### src/rtl/core/lls_pkg.sv
// Types, codes and keyword tables of the Lox token scanner
package lls_pkg;

    localparam int OFFSET_BITS = 16;

    typedef logic [OFFSET_BITS-1:0] t_off;

    typedef struct packed {
        logic [7:0] char_byte;
        logic       end_of_input;
    } t_in;

    typedef struct packed {
        logic [5:0]  token_kind;
        logic [15:0] tok_start;
        logic [15:0] tok_length;
        logic [15:0] tok_line;
        logic [1:0]  error_code;
        logic        last;
    } t_out;

    typedef enum logic [11:0] {
        M_IDLE    = 12'b0000_0000_0001,
        M_BANG    = 12'b0000_0000_0010,
        M_EQUAL   = 12'b0000_0000_0100,
        M_GREATER = 12'b0000_0000_1000,
        M_LESS    = 12'b0000_0001_0000,
        M_SLASH   = 12'b0000_0010_0000,
        M_COMMENT = 12'b0000_0100_0000,
        M_STRING  = 12'b0000_1000_0000,
        M_INT     = 12'b0001_0000_0000,
        M_DOT     = 12'b0010_0000_0000,
        M_FRAC    = 12'b0100_0000_0000,
        M_IDENT   = 12'b1000_0000_0000
    } t_mode;

    localparam logic [5:0] K_LPAREN  = 6'd0;
    localparam logic [5:0] K_RPAREN  = 6'd1;
    localparam logic [5:0] K_LBRACE  = 6'd2;
    localparam logic [5:0] K_RBRACE  = 6'd3;
    localparam logic [5:0] K_COMMA   = 6'd4;
    localparam logic [5:0] K_DOT     = 6'd5;
    localparam logic [5:0] K_MINUS   = 6'd6;
    localparam logic [5:0] K_PLUS    = 6'd7;
    localparam logic [5:0] K_SEMI    = 6'd8;
    localparam logic [5:0] K_SLASH   = 6'd9;
    localparam logic [5:0] K_STAR    = 6'd10;
    localparam logic [5:0] K_BANG    = 6'd11;
    localparam logic [5:0] K_BANG_EQ = 6'd12;
    localparam logic [5:0] K_EQ      = 6'd13;
    localparam logic [5:0] K_EQ_EQ   = 6'd14;
    localparam logic [5:0] K_GT      = 6'd15;
    localparam logic [5:0] K_GT_EQ   = 6'd16;
    localparam logic [5:0] K_LT      = 6'd17;
    localparam logic [5:0] K_LT_EQ   = 6'd18;
    localparam logic [5:0] K_IDENT   = 6'd19;
    localparam logic [5:0] K_STRING  = 6'd20;
    localparam logic [5:0] K_NUMBER  = 6'd21;
    localparam logic [5:0] K_KW0     = 6'd22;
    localparam logic [5:0] K_END     = 6'd38;

    localparam logic [1:0] E_NONE   = 2'd0;
    localparam logic [1:0] E_UNEXP  = 2'd1;
    localparam logic [1:0] E_UNTERM = 2'd2;

    localparam logic [47:0] KW_TEXT [16] = '{
        {"and", 24'h0}, {"class", 8'h0}, {"else", 16'h0}, {"false", 8'h0},
        {"fun", 24'h0}, {"for", 24'h0}, {"if", 32'h0}, {"nil", 24'h0},
        {"or", 32'h0}, {"print", 8'h0}, "return", {"super", 8'h0},
        {"this", 16'h0}, {"true", 16'h0}, {"var", 24'h0}, {"while", 8'h0}
    };
    localparam logic [2:0] KW_LEN [16] = '{
        3'd3, 3'd5, 3'd4, 3'd5, 3'd3, 3'd3, 3'd2, 3'd3,
        3'd2, 3'd5, 3'd6, 3'd5, 3'd4, 3'd4, 3'd3, 3'd5
    };

    function automatic logic is_digit(input logic [7:0] c);
        return (c >= "0") && (c <= "9");
    endfunction

    function automatic logic is_alpha(input logic [7:0] c);
        return ((c >= "a") && (c <= "z")) || ((c >= "A") && (c <= "Z")) || (c == "_");
    endfunction

    // byte k of the word sits at [47-8k -: 8]
    function automatic logic [5:0] word_kind(input logic [47:0] w, input logic [2:0] len);
        logic [47:0] mask;
        logic [5:0]  kind;
        mask = ~(48'hFFFF_FFFF_FFFF >> {len, 3'b000});
        kind = K_IDENT;
        for (int i = 0; i < 16; i++) begin
            if ((KW_LEN[i] == len) && (((w ^ KW_TEXT[i]) & mask) == 48'h0)) begin
                kind = 6'(int'(K_KW0) + i);
            end
        end
        return kind;
    endfunction

    // clamped span from s to p, plus an optional extra byte, saturated to 16 bits
    function automatic logic [15:0] span_len(input t_off p, input t_off s, input logic plus1);
        logic [OFFSET_BITS:0] d;
        logic [32:0]          w;
        d = (p >= s) ? {1'b0, p - s} : '0;
        d = d + (OFFSET_BITS+1)'(plus1);
        w = 33'(d);
        return (w > 33'd65535) ? 16'hFFFF : w[15:0];
    endfunction

endpackage

### src/rtl/core/lls_scan.sv
// Scanner state and per-byte transition, producing up to three result words
module lls_scan import lls_pkg::*; (
    input  logic            i_clk,
    input  logic            i_rst_n,
    input  logic            i_step,
    input  t_in             i_in,
    output t_out [2:0]      o_res,
    output logic [1:0]      o_cnt
);

    t_mode       r_mode, n_mode;
    t_off        r_start, n_start;
    t_off        r_pos, n_pos;
    logic [15:0] r_line, n_line;
    logic [47:0] r_word;
    logic [2:0]  r_wlen, n_wlen;

    logic        wr_word;
    logic [2:0]  wr_idx;
    logic [7:0]  c;
    t_off        p, dp;

    // flush of the held token
    t_out        fl_res [2];
    logic [1:0]  fl_n;
    // byte seen from idle
    t_out        id_res;
    logic        id_emit;
    t_mode       id_mode;
    logic        id_nl;
    logic        id_word;

    t_out        tok;
    t_out [2:0]  res;
    logic [1:0]  cnt;
    logic        do_fi, do_id;
    logic [5:0]  eq_kind;

    assign c  = i_in.char_byte;
    assign p  = r_pos;
    assign dp = (r_pos != '0) ? r_pos - t_off'(1) : '0;

    always_comb begin
        tok = '{token_kind: K_LPAREN, tok_start: 16'(r_start), tok_length: 16'd0,
                tok_line: r_line, error_code: E_NONE, last: 1'b0};
        fl_res[0] = tok;
        fl_res[1] = tok;
        fl_n = 2'd1;
        fl_res[0].tok_length = span_len(p, r_start, 1'b0);
        unique case (r_mode)
            M_BANG:    fl_res[0].token_kind = K_BANG;
            M_EQUAL:   fl_res[0].token_kind = K_EQ;
            M_GREATER: fl_res[0].token_kind = K_GT;
            M_LESS:    fl_res[0].token_kind = K_LT;
            M_SLASH:   fl_res[0].token_kind = K_SLASH;
            M_INT, M_FRAC: fl_res[0].token_kind = K_NUMBER;
            M_DOT: begin
                fl_res[0].token_kind = K_NUMBER;
                fl_res[0].tok_length = span_len(dp, r_start, 1'b0);
                fl_res[1].token_kind = K_DOT;
                fl_res[1].tok_start  = 16'(dp);
                fl_res[1].tok_length = 16'd1;
                fl_n = 2'd2;
            end
            M_IDENT:   fl_res[0].token_kind = word_kind(r_word, r_wlen);
            M_STRING:  fl_res[0].error_code = E_UNTERM;
            default:   fl_n = 2'd0;
        endcase
    end

    always_comb begin
        id_res = '{token_kind: K_LPAREN, tok_start: 16'(p), tok_length: 16'd1,
                   tok_line: r_line, error_code: E_NONE, last: 1'b0};
        id_emit = 1'b1;
        id_mode = M_IDLE;
        id_nl   = 1'b0;
        id_word = 1'b0;
        case (c)
            "(": id_res.token_kind = K_LPAREN;
            ")": id_res.token_kind = K_RPAREN;
            "{": id_res.token_kind = K_LBRACE;
            "}": id_res.token_kind = K_RBRACE;
            ",": id_res.token_kind = K_COMMA;
            ".": id_res.token_kind = K_DOT;
            "-": id_res.token_kind = K_MINUS;
            "+": id_res.token_kind = K_PLUS;
            ";": id_res.token_kind = K_SEMI;
            "*": id_res.token_kind = K_STAR;
            "!": begin id_emit = 1'b0; id_mode = M_BANG; end
            "=": begin id_emit = 1'b0; id_mode = M_EQUAL; end
            ">": begin id_emit = 1'b0; id_mode = M_GREATER; end
            "<": begin id_emit = 1'b0; id_mode = M_LESS; end
            "/": begin id_emit = 1'b0; id_mode = M_SLASH; end
            "\"": begin id_emit = 1'b0; id_mode = M_STRING; end
            " ", 8'h0D, 8'h09: id_emit = 1'b0;
            8'h0A: begin id_emit = 1'b0; id_nl = 1'b1; end
            default: begin
                if (is_digit(c)) begin
                    id_emit = 1'b0;
                    id_mode = M_INT;
                end else if (is_alpha(c)) begin
                    id_emit = 1'b0;
                    id_mode = M_IDENT;
                    id_word = 1'b1;
                end else begin
                    id_res.error_code = E_UNEXP;
                end
            end
        endcase
    end

    always_comb begin
        n_mode  = r_mode;
        n_start = r_start;
        n_line  = r_line;
        n_wlen  = r_wlen;
        n_pos   = (r_pos != '1) ? r_pos + t_off'(1) : r_pos;
        wr_word = 1'b0;
        wr_idx  = r_wlen;
        do_fi   = 1'b0;
        do_id   = 1'b0;
        cnt     = 2'd0;
        res     = '{default: tok};
        eq_kind = K_BANG_EQ;
        unique case (r_mode)
            M_EQUAL:   eq_kind = K_EQ_EQ;
            M_GREATER: eq_kind = K_GT_EQ;
            M_LESS:    eq_kind = K_LT_EQ;
            default:   eq_kind = K_BANG_EQ;
        endcase
        if (i_in.end_of_input) begin
            res[0] = fl_res[0];
            res[1] = fl_res[1];
            res[fl_n] = '{token_kind: K_END, tok_start: 16'(p), tok_length: 16'd0,
                          tok_line: r_line, error_code: E_NONE, last: 1'b0};
            cnt     = fl_n + 2'd1;
            n_mode  = M_IDLE;
            n_start = '0;
            n_pos   = '0;
            n_line  = 16'd1;
            n_wlen  = 3'd0;
        end else begin
            unique case (r_mode)
                M_BANG, M_EQUAL, M_GREATER, M_LESS: begin
                    if (c == "=") begin
                        res[0] = tok;
                        res[0].token_kind = eq_kind;
                        res[0].tok_length = span_len(p, r_start, 1'b1);
                        cnt    = 2'd1;
                        n_mode = M_IDLE;
                    end else begin
                        do_fi = 1'b1;
                    end
                end
                M_SLASH: begin
                    if (c == "/") n_mode = M_COMMENT;
                    else do_fi = 1'b1;
                end
                M_COMMENT: begin
                    if (c == "\n") do_id = 1'b1;
                end
                M_STRING: begin
                    if (c == "\"") begin
                        res[0] = tok;
                        res[0].token_kind = K_STRING;
                        res[0].tok_length = span_len(p, r_start, 1'b1);
                        cnt    = 2'd1;
                        n_mode = M_IDLE;
                    end else if ((c == "\n") && (r_line != 16'hFFFF)) begin
                        n_line = r_line + 16'd1;
                    end
                end
                M_INT: begin
                    if (c == ".") n_mode = M_DOT;
                    else if (!is_digit(c)) do_fi = 1'b1;
                end
                M_DOT: begin
                    if (is_digit(c)) n_mode = M_FRAC;
                    else do_fi = 1'b1;
                end
                M_FRAC: begin
                    if (!is_digit(c)) do_fi = 1'b1;
                end
                M_IDENT: begin
                    if (is_alpha(c) || is_digit(c)) begin
                        if (r_wlen < 3'd6) begin
                            wr_word = 1'b1;
                            n_wlen  = r_wlen + 3'd1;
                        end else begin
                            n_wlen  = 3'd7;
                        end
                    end else begin
                        do_fi = 1'b1;
                    end
                end
                default: do_id = 1'b1;
            endcase
            if (do_fi || do_id) begin
                if (do_fi) begin
                    res[0] = fl_res[0];
                    res[1] = fl_res[1];
                    res[fl_n] = id_res;
                    cnt = fl_n + 2'(id_emit);
                end else begin
                    res[0] = id_res;
                    cnt = 2'(id_emit);
                end
                n_start = p;
                n_mode  = id_mode;
                if (id_nl && (r_line != 16'hFFFF)) n_line = r_line + 16'd1;
                if (id_word) begin
                    wr_word = 1'b1;
                    wr_idx  = 3'd0;
                    n_wlen  = 3'd1;
                end
            end
        end
        for (int k = 0; k < 3; k++) begin
            res[k].last = (2'(k + 1) == cnt);
        end
    end

    assign o_res = res;
    assign o_cnt = cnt;

    always_ff @(posedge i_clk) begin
        if (!i_rst_n) begin
            r_mode  <= M_IDLE;
            r_start <= '0;
            r_pos   <= '0;
            r_line  <= 16'd1;
            r_wlen  <= 3'd0;
        end else if (i_step) begin
            r_mode  <= n_mode;
            r_start <= n_start;
            r_pos   <= n_pos;
            r_line  <= n_line;
            r_wlen  <= n_wlen;
        end
    end

    always_ff @(posedge i_clk) begin
        if (i_step && wr_word && !i_in.end_of_input) begin
            r_word[47 - 8*wr_idx -: 8] <= c;
        end
    end

endmodule

### src/rtl/core/lls_outq.sv
// Result buffer that hands out up to three words per scanned byte
module lls_outq import lls_pkg::*; (
    input  logic        i_clk,
    input  logic        i_rst_n,
    input  logic        i_load,
    input  t_out [2:0]  i_res,
    input  logic [1:0]  i_cnt,
    output logic        o_free,
    output logic        o_valid,
    input  logic        i_ready,
    output t_out        o_data
);

    t_out [2:0] r_buf;
    logic [1:0] r_cnt, r_idx;
    logic       take;

    assign o_valid = (r_idx != r_cnt);
    assign take    = o_valid && i_ready;
    assign o_free  = !o_valid || (take && ((r_idx + 2'd1) == r_cnt));
    assign o_data  = r_buf[r_idx];

    always_ff @(posedge i_clk) begin
        if (!i_rst_n) begin
            r_cnt <= 2'd0;
            r_idx <= 2'd0;
        end else if (i_load) begin
            r_cnt <= i_cnt;
            r_idx <= 2'd0;
        end else if (take) begin
            r_idx <= r_idx + 2'd1;
        end
    end

    always_ff @(posedge i_clk) begin
        if (i_load) r_buf <= i_res;
    end

endmodule

### src/rtl/core/lox_lexer_token_scanner_unit.sv
// Lox token scanner: source bytes in, tokens and errors out as words. Bytes enter
// an input register and are scanned once the result buffer is free; the scan loads
// zero to three result words into a buffer that drains one word per cycle while
// the output is ready. With the output ready, a byte yielding at most one word
// keeps one byte per cycle coming in; a byte yielding more holds the next byte
// until the last word leaves the one output port. No clearing pass follows reset.
module lox_lexer_token_scanner_unit import lls_pkg::*; (
    input  logic i_clk,
    input  logic i_rst_n,
    input  logic i_in_valid,
    output logic o_in_ready,
    input  t_in  i_in,
    output logic o_out_valid,
    input  logic i_out_ready,
    output t_out o_out
);

    logic       r_in_v;
    t_in        r_in;
    logic       free, step;
    t_out [2:0] res;
    logic [1:0] cnt;

    assign step       = r_in_v && free;
    assign o_in_ready = !r_in_v || step;

    always_ff @(posedge i_clk) begin
        if (!i_rst_n) begin
            r_in_v <= 1'b0;
        end else if (o_in_ready) begin
            r_in_v <= i_in_valid;
        end
    end

    always_ff @(posedge i_clk) begin
        if (o_in_ready && i_in_valid) r_in <= i_in;
    end

    lls_scan u_scan (
        .i_clk   (i_clk),
        .i_rst_n (i_rst_n),
        .i_step  (step),
        .i_in    (r_in),
        .o_res   (res),
        .o_cnt   (cnt)
    );

    lls_outq u_outq (
        .i_clk   (i_clk),
        .i_rst_n (i_rst_n),
        .i_load  (step),
        .i_res   (res),
        .i_cnt   (cnt),
        .o_free  (free),
        .o_valid (o_out_valid),
        .i_ready (i_out_ready),
        .o_data  (o_out)
    );

endmodule

### config.mk
export PLATFORM = sky130hd
export DESIGN_NAME = lox_lexer_token_scanner_unit
export DESIGN_NICKNAME = d
export VERILOG_FILES = /design/src/rtl/core/lls_pkg.sv /design/src/rtl/core/lls_scan.sv /design/src/rtl/core/lls_outq.sv /design/src/rtl/core/lox_lexer_token_scanner_unit.sv
export SDC_FILE = /design/constraint.sdc
export NUM_CORES = 1
export LEC_CHECK = 0
export BUFFER_PORTS_ARGS = -buffer_cell sky130_fd_sc_hd__buf_2
export CAP_MARGIN = 20
export CORE_MARGIN = 3
export CORE_UTILIZATION = 65
export CTS_CLUSTER_SIZE = 40
export DETAILED_ROUTE_END_ITERATION = 10
export PLACE_DENSITY = 0.84
export SLEW_MARGIN = 10
export SYNTH_ARGS = -nofsm -noshare
export SYNTH_HDL_FRONTEND = slang
export SYNTH_SLANG_ARGS = --single-unit
### constraint.sdc
create_clock -name i_clk -period 8.15 [get_ports i_clk]
set_input_delay 0 -clock i_clk [delete_from_list [all_inputs] [get_ports i_clk]]
set_output_delay 0 -clock i_clk [all_outputs]
set_load 0.02 [all_outputs]
Word-level counts from Yosys, hierarchy flattened
Index checks and enable logic that the tools add are counted.

word-level totals
  logic and storage cells = 316
  bits in registers = 296
  output and inout port bits = 59

operators by class
  reductions and logical operators = 70
  $lt $le $gt $ge = 15
  shift operators = 3
  eq/ne operators = 49
  mux-type cells = 104
  bitwise gates (word level) = 34
  add/sub/neg operators = 12

operators with widths
  cell                                                   count
  bitwise AND 48 bit                                     16
  zero test 48 bit                                       16
  bitwise mux 171 bit                                    2
  2-to-1 mux 171 bit                                     2
  2-to-1 mux 16 bit                                      17
  2-to-1 mux 57 bit                                      3
  == test 8 x 6 -> 1 bit, second input constant          15
  binary-select mux 57 bit (select 2 bit)                1
  demux 57 bit (select 2 bit)                            1
  2-to-1 mux 114 bit                                     1
  case mux 57 bit (2 select lines)                       1
  2-to-1 mux 56 bit                                      2
  2-to-1 mux 12 bit                                      9
  case mux 12 bit (7 select lines)                       1
  NOT 21 bit                                             3
  case mux 12 bit (5 select lines)                       1
  variable shift 8 x 34 -> 55 bit, first input constant  1
  variable part select 8 x 34 -> 55 bit                  1
  bitwise mux 48 bit                                     1
  NOT 48 bit                                             1
  >> shifter 48 x 6 -> 48 bit, first input constant      1
  case mux 6 bit (7 select lines)                        1
  NOT 20 bit                                             2
  2-to-1 mux 6 bit                                       6
  other kinds (75)                                       182

Logic depth before layout (Yosys ltp)
Gate-level depths: netlist of the first run.

  word-level depth = 26
  gate-level depth with buffers = 20
  mapped depth without buffers = 17

Hierarchy
A second synthesis of the first run with hierarchy kept.

unflattened totals
  cell total of the unflattened synthesis = 1877
  area, all modules = 18163.7 um2

modules (own cells, without submodules)
  module                        cells each  area an instance (um2)  times used
  lls_scan                      1474        11272.1                 1
  lls_outq                      388         6556.3                  1
  lox_lexer_token_scanner_unit  15          335.3                   1

Least setup slack after synthesis of the first run
OpenSTA, ideal clock, no wires.

  kind = register to register
  from = reg u_scan.r_pos[0], in the netlist u_scan.p[0]
  to = reg u_outq.r_buf[27] in the netlist's numbering (data pin)
  stages on the path, launching flop included = 21
  data arrival time = 4.104 ns
  slack = 3.768 ns
  path buffers = 3
  library setup time = 0.278 ns
  cells stage by stage = dfxtp_1 > clkbuf_1 > inv_1 > ha_1 > inv_1 > fa_1 > a211oi_1 > nor4_1 > a2111oi_2 > a21boi_1 > clkbuf_1 > and2_1 > ha_1 > nand2_1 > nor3_1 > and3_1 > nand4b_1 > nor2_1 > nand4_1 > clkbuf_1 > o211ai_1

RTL lines
  what                    RTL line         text
  start, declared         lls_scan.sv:13   t_off r_pos, n_pos;
  start signal, assigned  lls_scan.sv:236  r_pos <= n_pos;
  end signal, assigned    lls_outq.sv:36   if (i_load) r_buf <= i_res;
  end, declared           lls_outq.sv:14   t_out [2:0] r_buf;

==> results of run 1 <==
through the flow:
step / util / power, mW / instances
floorplan: - / 1.881 / 1681
global placement: 0.6794 / 2.077 / 1948
detailed placement: 0.6794 / 2.091 / 1948
CTS: 0.7188 / 3.184 / 2004
global route: 0.7194 / 3.315 / 2006
finish: 0.7195 / 3.201 / 2007
cell usage in the layout, fill, tap and decap left out, types with 8 or more instances in the layout:
cell                            netlist  final
sky130_fd_sc_hd__or3_1               27     27
sky130_fd_sc_hd__buf_4                2     16
sky130_fd_sc_hd__mux2i_1             30     30
sky130_fd_sc_hd__a31oi_1             22     22
sky130_fd_sc_hd__nand4_1             17     17
sky130_fd_sc_hd__clkbuf_16            0     25
sky130_fd_sc_hd__ha_1                48     48
sky130_fd_sc_hd__edfxtp_1           162    162
sky130_fd_sc_hd__clkbuf_1            83     10
sky130_fd_sc_hd__and2_1              90     90
sky130_fd_sc_hd__buf_2               11     72
sky130_fd_sc_hd__nand2b_1            16     16
sky130_fd_sc_hd__a211oi_1             8      8
sky130_fd_sc_hd__nor2_1             116    116
sky130_fd_sc_hd__mux2_2              12     12
sky130_fd_sc_hd__a22oi_1             37     37
sky130_fd_sc_hd__inv_1               61     60
sky130_fd_sc_hd__o22ai_1             16     16
sky130_fd_sc_hd__and4_1              12     12
sky130_fd_sc_hd__nand2_1            163    163
sky130_fd_sc_hd__a21oi_1             74     74
sky130_fd_sc_hd__nand3_1             53     53
sky130_fd_sc_hd__nor2b_1             49     49
sky130_fd_sc_hd__o211ai_1            14     14
sky130_fd_sc_hd__o21ai_0            139    139
sky130_fd_sc_hd__nor4_1              27     27
sky130_fd_sc_hd__xor2_1              27     27
sky130_fd_sc_hd__o21bai_1             8      8
sky130_fd_sc_hd__nor3_1              62     61
sky130_fd_sc_hd__dfxtp_1             68     67
sky130_fd_sc_hd__and3_1              20     20
sky130_fd_sc_hd__dlygate4sd3_1        0     11
sky130_fd_sc_hd__xnor2_1             30     30
sky130_fd_sc_hd__nor3b_1             10     10
flip-flops by register name, summed over array words and instances (netlist names):
register and flops:
u_scan.r_word 48, u_scan.r_wlen 3, u_scan.r_start 16, u_scan.r_line 16, u_outq.r_cnt 2, u_scan.r_mode 12
u_scan.p 16, u_outq.r_idx 2, r_in 9, u_outq.r_buf 105, r_in_v 1
what timing repair did:
item                      4_1_cts  5_1_grt
hold endpoints to repair       12        0
hold buffers                   11        0
resized for setup               0        0
cells by family after synthesis:
logic type	after synthesis	share of synthesized area
multiplexers	42	0.02897
buffers and inverters	166	0.04437
adder cells (fa/ha/maj)	51	0.04329
AO/OA/AOI/OAI	410	0.1742
AND/OR/NAND/NOR	725	0.2617
XOR/XNOR	57	0.03321
flip-flops	230	0.4142
synthesized netlist by cell type, types with 11 or more instances:
cell type / n / area share
sky130_fd_sc_hd__nand2_1: 163 / 0.041
sky130_fd_sc_hd__edfxtp_1: 162 / 0.32
sky130_fd_sc_hd__o21ai_0: 139 / 0.046
sky130_fd_sc_hd__nor2_1: 116 / 0.029
sky130_fd_sc_hd__and2_1: 90 / 0.037
sky130_fd_sc_hd__clkbuf_1: 83 / 0.021
sky130_fd_sc_hd__a21oi_1: 74 / 0.025
sky130_fd_sc_hd__dfxtp_1: 68 / 0.091
sky130_fd_sc_hd__nor3_1: 62 / 0.021
sky130_fd_sc_hd__inv_1: 61 / 0.015
sky130_fd_sc_hd__nand3_1: 53 / 0.018
sky130_fd_sc_hd__nor2b_1: 49 / 0.020
sky130_fd_sc_hd__ha_1: 48 / 0.040
sky130_fd_sc_hd__a22oi_1: 37 / 0.018
sky130_fd_sc_hd__mux2i_1: 30 / 0.020
sky130_fd_sc_hd__xnor2_1: 30 / 0.017
sky130_fd_sc_hd__nor4_1: 27 / 0.011
sky130_fd_sc_hd__or3_1: 27 / 0.011
sky130_fd_sc_hd__xor2_1: 27 / 0.016
sky130_fd_sc_hd__a31oi_1: 22 / 0.0092
sky130_fd_sc_hd__and3_1: 20 / 0.0083
sky130_fd_sc_hd__nand4_1: 17 / 0.0071
sky130_fd_sc_hd__nand2b_1: 16 / 0.0067
sky130_fd_sc_hd__o22ai_1: 16 / 0.0067
sky130_fd_sc_hd__o211ai_1: 14 / 0.0070
sky130_fd_sc_hd__and4_1: 12 / 0.0070
sky130_fd_sc_hd__mux2_2: 12 / 0.0090
sky130_fd_sc_hd__buf_2: 11 / 0.0037
metal layers:
metal | wire length, um | vias up
met1 | 18870 | 6379
met3 | 5701 | 87
met4 | 861 | 2
met5 | 18 | -
li1 | - | 6226
met2 | 18100 | 832
path summary, 6_finish.rpt:
check,startpoint,end,slack (ps),cells past startpoint
setup / recovery,u_scan.p[0],u_outq.r_buf[23],3070,19
hold / removal,i_rst_n,u_scan.r_line[0],50,2
setup reg to reg,u_scan.p[0],u_outq.r_buf[23],3070,19
hold reg to reg,u_scan.r_line[15],u_outq.r_buf[132],480,0
final cells by class:
cell class	count	area, um2
flip-flops and latches	230	6227
fillers	1719	6370
multi-input cells	1285	8143
diodes	1	2.502
clock buffers	38	704.4
inverters	62	235.2
clock inverters	7	80.08
well taps	285	356.6
repair buffers	99	590.6
power breakdown:
part | internal [mW] | switching [mW]
sequential | 1.34 | 0.0450
clock | 0.631 | 0.471
combinational | 0.232 | 0.478
==> impl_summary.log, run 1 <==
[metrics] run status: completed
[metrics] hold violation count in the final report: 0
[metrics] setup TNS: 0 ps
[metrics] class of the most critical hold timing path: in -> reg
[metrics] measured slew at the worst slew-check pin: about 1100 ps
[metrics] Port Buf Inserts: 71
[metrics] IO Pins: 72
[metrics] Std-Cell Rows: 55
[metrics] number of nets in the layout: roughly 1800
[metrics] flip-flop and latch count after synthesis: 230
[metrics] Post-synth EDFFs: around 160
[metrics] critical path peak fanout: 15
[metrics] initial antenna violation count: 2
[metrics] pre-CTS setup slack: between 3000 and 4000 ps
[metrics] Die Area: about 25000 um2
[metrics] insertion delay of the later-clocked pin in the worst-skew pair: 530 ps
[metrics] max-slew headroom at the worst pin: 0.2871
[metrics] Worst setup SP type: flop
[metrics] gr busiest metal: met1
[metrics] horizontal extent of the die: between 150 and 200 um
[metrics] floorplan die height: about 160 um
[metrics] initial core utilization: 0.6619
[metrics] post-route clock period utilization: 0.6235
[metrics] minimum clock period: between 5000 and 6000 ps
[metrics] Setup CP Type: reg -> reg
[metrics] number of levels in the clock H-tree: 1
[metrics] Mapped Area: approximately 15000 um2
[metrics] clk slew on worst S/H paths: roughly 60 ps
[metrics] Routability Congestion: around 1.0
[metrics] overall global routing resource usage: 0.3411
[metrics] slowest cell delay on critical path: 590 ps
[metrics] P&R area growth vs syn: 8.707%
[metrics] TritonCTS Sinks: 230
[metrics] fraction of layout cells with a size suffix above 1: 0.09646
[metrics] CTS buffer count: 25
[metrics] violation count after the first detailed-route iteration: just under 2000
[metrics] CTS Buffer Depth: 3
[metrics] Max Clock Freq: 0.1968 GHz
[metrics] number of different library cells in the post-synthesis netlist: slightly above 90
[metrics] max-slew violation count: 0
[metrics] routing usage on met2: 0.4818
[metrics] crit path cell chain: inv_1, ha_1, inv_1, fa_1, a211oi_1, buf_4, nor4_1, a2111oi_2, a21boi_1, buf_4, nor2b_1, ha_1, nand2_1, nor3_1, and3_1, nand4b_1, nor2_1, nand4_1, o211ai_1
[metrics] number of instances in the synthesized netlist: ~1700
[metrics] power density cells: 195.9 nW/um2
[metrics] largest net degree at the start of global routing: 70
[metrics] cell area after layout: between 15000 and 20000 um2
[metrics] met3 routing resource usage after global routing: 0.1042
[metrics] Post-DP Area: 15430 um2
[metrics] Setup Skew: approximately 15 ps
[metrics] final wirelength: ~44 mm
[metrics] TritonCTS clock tree: yes
[metrics] Final Hold Slack: between 40 and 50 ps
[metrics] mean cell area of the mapped netlist: slightly below 9 um2
[metrics] top flip-flop cell by instance count after synthesis: sky130_fd_sc_hd__edfxtp_1
[metrics] nature of the critical path endpoint: flop
[metrics] area of the core: approximately 23000 um2
[metrics] via total after detailed routing: about 14000
[metrics] drt drc: 0
[metrics] share of synthesized registers carrying an async set or reset: 0
[metrics] Max VDD drop: about 0.00019 V
[metrics] Leakage Power: ~5.9 nW
[metrics] number of nets still failing antenna checks after routing: 0
[metrics] DR WL/cell: 21.70 um
[metrics] number of max-cap violations: 0
[metrics] clock tree root driver cell: sky130_fd_sc_hd__clkbuf_16
[metrics] setup ws final: around 3100 ps
[metrics] critical path's slowest cell: sky130_fd_sc_hd__dfxtp_1
[metrics] yosys warns: 0
[metrics] count of buffer and inverter cells on the critical path: 4
[metrics] global-route wire length before repair: slightly below 70 mm
[metrics] signal arrival time at the worst endpoint: 5430 ps
[metrics] per-cell via count in the routed design: slightly below 7
[metrics] CP top delay family: simple AND/OR/NAND/NOR gates
[metrics] routing usage on met1: 0.5163
[metrics] length of the first detailed-routing pass in iterations: 8
[metrics] vias in the first global route: around 12000
[metrics] portion of the post-synthesis area used by sequential elements: 0.4142
[metrics] syn nets: approximately 1700
[metrics] setup repair after global routing missed its margin: no
[metrics] total half-perimeter wirelength after legalization and detailed placement: just over 30 mm
[metrics] count of final setup violators: 0
[metrics] post-CTS setup buffer count: 0
[metrics] required time reported for the critical path endpoint: 8490 ps
[metrics] GRT overflow: 0
(Power assumes the default switching activity.)
==> run 2, diff against run 1 <==
- ABC_AREA: unset -> 1
- CORE_UTILIZATION: 65 -> 57
- PLACE_DENSITY: 0.84 -> 0.78
- clock period: 8.15 -> 4.3 ns (I/O delays scaled with it)
==> run 2 against run 1 <==
  * Clock power rose by 110%
  * Critical path depth is 2 higher
  * Hold slack improved by 130 ps
  * Worst setup slack got worse by 2800 ps
  * Sequential share of layout area shrank 3.3 points
==> impl_summary.log, run 2 <==
[metrics] startpoint of the worst hold path: i_in[2] (was i_rst_n)
[metrics] share of the synthesized area in the top cell type: 0.3035 (was 0.3236)
[metrics] register with the most flip-flops: u_outq.r_buf (unchanged)
[metrics] per-cell via count in the routed design: 5.859 (was 6.739)
[metrics] Final Hold Slack: 177.7 ps (was 46.01 ps)
[metrics] TritonCTS Sinks: 230 (unchanged)
[metrics] Hold Crit Endpoint: r_in[2] (was u_scan.r_line[0])
[metrics] signal arrival time at the worst endpoint: 4290 ps (was 5430 ps)
[metrics] top flip-flop cell by instance count after synthesis: sky130_fd_sc_hd__edfxtp_1 (unchanged)
[metrics] GRT overflow: 0 (unchanged)
[metrics] number of instances in the synthesized netlist: 2243 (was 1681)
[metrics] post-route clock period utilization: 0.9307 (was 0.6235)
[metrics] final wirelength: 49.07 mm (was 43.56 mm)
[metrics] yosys warns: 0 (unchanged)
[metrics] number of nets in the layout: 2378 (was 1766)
[metrics] number of cells on the worst reg-to-reg path: 21 (was 19)
[metrics] hold violation count in the final report: 0 (unchanged)
[metrics] flip-flop and latch count after synthesis: 230 (unchanged)
[metrics] share of total power in the clock network: 0.385 (was 0.344)
[metrics] TritonCTS clock tree: yes (unchanged)
[metrics] violation count after the first detailed-route iteration: 2139 (was 1937)
[metrics] critical path peak fanout: 19 (was 15)
[metrics] initial core utilization: 0.5866 (was 0.6619)
[metrics] sequential cell fraction of total power: 0.425 (was 0.434)
[metrics] critical path's slowest cell: sky130_fd_sc_hd__dfxtp_1 (unchanged)
[metrics] count of final setup violators: 0 (unchanged)
[metrics] Routability Congestion: 0.9992 (was 1.011)
[metrics] fraction of layout cells with a size suffix above 1: 0.09593 (was 0.09646)
[metrics] slowest cell delay on critical path: 440 ps (was 590 ps)
[metrics] Mapped Area: 16030 um2 (was 15030 um2)
[metrics] via total after detailed routing: 15860 (was 13530)
[metrics] share of synthesized registers carrying an async set or reset: 0 (unchanged)
[metrics] minimum clock period: 4002 ps (was 5081 ps)
[metrics] floorplan die height: 173.7 um (was 158.1 um)
[metrics] Die Area: 30170 um2 (was 24980 um2)
[metrics] max-slew violation count: 0 (unchanged)
[metrics] CTS buffer count: 26 (was 25)
[metrics] area of the core: 27330 um2 (was 22710 um2)
[metrics] fraction of the core area covered by cells at the end of the flow: 0.6543 (was 0.7195)
[metrics] vias in the first global route: 14720 (was 12250)
[metrics] portion of the post-synthesis area used by sequential elements: 0.3884 (was 0.4142)
[metrics] number of different library cells in the post-synthesis netlist: 68 (was 91)
[metrics] Setup Skew: 17.23 ps (was 15.00 ps)
[metrics] Leakage Power: 7.956 nW (was 5.871 nW)
[metrics] horizontal extent of the die: 173.7 um (was 158.1 um)
[metrics] clock tree root driver cell: sky130_fd_sc_hd__clkbuf_16 (unchanged)
[metrics] most numerous cell on the critical path: sky130_fd_sc_hd__nand2_1
[metrics] nature of the critical path endpoint: flop (unchanged)
[metrics] length of the first detailed-routing pass in iterations: 6 (was 8)
[metrics] switching power of the nets: 1.761 mW (was 0.9934 mW)
[metrics] number of levels in the clock H-tree: 1 (unchanged)
[metrics] Worst setup SP type: flop (unchanged)
[metrics] leading cell type in the layout, fill and taps excluded: sky130_fd_sc_hd__nand2_1 (unchanged)
[metrics] CTS Buffer Depth: 3 (unchanged)
[metrics] run status: completed (unchanged)
[metrics] IO Pins: 72 (unchanged)
[metrics] power density cells: 331.8 nW/um2 (was 195.9 nW/um2)
[metrics] number of nets still failing antenna checks after routing: 0 (unchanged)
[metrics] RR Startpoint: u_scan.p[0] (unchanged)
[metrics] max-slew headroom at the worst pin: 0.3116 (was 0.2871)
[metrics] Std-Cell Rows: 60 (was 55)
[metrics] number of inserted diodes: 0 (was 1)
[metrics] cell with the most instances after synthesis: sky130_fd_sc_hd__nand2_1 (unchanged)
[metrics] commonest cells after routing, fill and taps aside: sky130_fd_sc_hd__nand2_1, sky130_fd_sc_hd__nor2_1, sky130_fd_sc_hd__inv_1 (was sky130_fd_sc_hd__nand2_1, sky130_fd_sc_hd__edfxtp_1, sky130_fd_sc_hd__o21ai_0)
[metrics] mean cell area of the mapped netlist: 7.147 um2 (was 8.942 um2)
[metrics] P&R area growth vs syn: 11.53% (was 8.707%)
[metrics] syn nets: 2306 (was 1744)
[metrics] largest net degree at the start of global routing: 68 (was 70)
[metrics] combinational share of power: 0.190 (was 0.222)
[metrics] initial antenna violation count: 0 (was 2)
[metrics] DR WL/cell: 18.13 um (was 21.70 um)
[metrics] internal power of the cells: 4.171 mW (was 2.208 mW)
[metrics] class of the most critical hold timing path: in -> reg (unchanged)
[metrics] measured slew at the worst slew-check pin: 1031 ps (was 1055 ps)
[metrics] largest registers: u_outq.r_buf: 105 flops, u_scan.r_word: 48 flops (unchanged)
[metrics] global-route wire length before repair: 78.50 mm (was 67.21 mm)
[metrics] Min-Delay Path Depth: 2 (unchanged)
[metrics] insertion delay of the later-clocked pin in the worst-skew pair: 530 ps (about the same)
[metrics] Port Buf Inserts: 71 (unchanged)
[metrics] setup slack, reg-to-reg: 300 ps (was 3070 ps)
[metrics] leading cell types by total area after synthesis: sky130_fd_sc_hd__edfxtp_1, sky130_fd_sc_hd__nand2_1, sky130_fd_sc_hd__dfxtp_1 (was sky130_fd_sc_hd__edfxtp_1, sky130_fd_sc_hd__dfxtp_1, sky130_fd_sc_hd__o21ai_0)
[metrics] required time reported for the critical path endpoint: 4590 ps (was 8490 ps)
[metrics] crit path cell chain: inv_2, ha_1, inv_1, fa_1, nand3_1, nand3_1, nand2_1, nand2_1, nand2_1, nand3_4, buf_4, nand2_1, nor2_1, nand3_1, or2_1, nand3_1, nor2_1, nand3_4, nand3_1, nand2_1, nand2_1 (was inv_1, ha_1, inv_1, fa_1, a211oi_1, buf_4, nor4_1, a2111oi_2, a21boi_1, buf_4, nor2b_1, ha_1, nand2_1, nor3_1, and3_1, nand4b_1, nor2_1, nand4_1, o211ai_1)
[metrics] fraction of power spent switching nets: 0.2969 (was 0.3103)
[metrics] Max Clock Freq: 0.2499 GHz (was 0.1968 GHz)
[metrics] ranking of synthesized cells by instance count: sky130_fd_sc_hd__nand2_1, sky130_fd_sc_hd__nor2_1, sky130_fd_sc_hd__inv_1 (was sky130_fd_sc_hd__nand2_1, sky130_fd_sc_hd__edfxtp_1, sky130_fd_sc_hd__o21ai_0)
[metrics] overall global routing resource usage: 0.3184 (was 0.3411)
[metrics] total half-perimeter wirelength after legalization and detailed placement: 37.44 mm (was 30.99 mm)
[metrics] clk slew on worst S/H paths: 70 ps (was 60 ps)
[metrics] max reg flops: 105 (unchanged)
[metrics] Max VDD drop: 0.0003838 V (was 0.0001875 V)
[metrics] Setup CP Type: reg -> reg (unchanged)
[metrics] dominant cell type by area after synthesis: sky130_fd_sc_hd__edfxtp_1 (unchanged)
[metrics] drt drc: 0 (unchanged)
[metrics] number of max-cap violations: 0 (unchanged)
[metrics] worst reg2reg endpoint: u_outq.r_buf[33] (was u_outq.r_buf[23])
[metrics] Post-synth EDFFs: 162 (unchanged)
run 2: worst max-delay path by stage:
stage	startpoint	to	slack (ps)	depth (start not counted)
finish	u_scan.p[0]	u_outq.r_buf[33]	300	21
CTS	u_scan.p[0]	u_outq.r_buf[31]	180	19
detailed placement	u_scan.p[0]	u_outq.r_buf[31]	210	19
global route	u_scan.p[0]	u_outq.r_buf[26]	-20	18
global placement	u_scan.p[0]	u_outq.r_buf[31]	280	19
floorplan	u_scan.p[0]	u_outq.r_buf[33]	460	21
run 2: per-stage QoR:
stage / instance area, um2 / setup slack (ps) / instances / total power [mW] / setup TNS (ps)
floorplan: 16030 / 459.2 / 2243 / 3.294 / 0
global placement: 16810 / 283.5 / 2644 / 3.632 / 0
detailed placement: 16810 / 206.0 / 2645 / 3.644 / 0
CTS: 17820 / 184.0 / 2705 / 5.903 / 0
global route: 17880 / -23.15 / 2707 / 6.137 / -31.62
finish: 17880 / 298.2 / 2707 / 5.932 / 0
run 2: kinds of logic after synthesis:
kind of cell	after synthesis	synth area share
adders and majority gates	50	0.03996
DFF	230	0.3884
and+or+nand+nor	1169	0.3210
muxes	1	0.0006244
xor gates and xnor gates	38	0.02076
AOI/OAI and AO/OA	363	0.1343
buffers and inverters	392	0.09499
run 2: final cells by class:
type                            count  area, um2
Clock inverter                     14      161.4
Tap cell                          372      465.4
Timing Repair Buffer              128      813.3
Inverter                          308       1161
Clock buffer                       34      721.9
Sequential cell                   230       6227
Multi-Input combinational cell   1621       8328
Fill cell                        2433       9448
run 2: per-layer routing:
metal | vias to the layer above | wire (um) | global-route usage
met3 | 94 | 4900 | 0.04402
met4 | 0 | 1179 | 0.08479
met2 | 845 | 21240 | 0.4873
li1 | 7662 | - | -
met1 | 7259 | 21750 | 0.4754
met5 | - | 0 | 0
run 2: repair_timing:
item	4_1_cts	5_1_grt
hold buffers	12	0
endpoints found under the hold margin	28	0
gates resized for setup	0	12
setup endpoints to repair	0	32
buffers inserted	0	1
run 2: power by group through the flow:
stage | sequential (mW) | combinational (mW) | clock (mW)
global route | 2.53 | 1.23 | 2.38
detailed placement | 2.57 | 1.08 | 0
CTS | 2.52 | 1.09 | 2.29
finish | 2.52 | 1.13 | 2.28
floorplan | 2.56 | 0.738 | 0
global placement | 2.57 | 1.07 | 0
run 2: critical path: cells and delay by family, from the launching register on:
kind          cells  cell delay [ps]
fa+ha+maj         2              510
simple gates     16             2240
buf+inv           3              550
flops             1              440
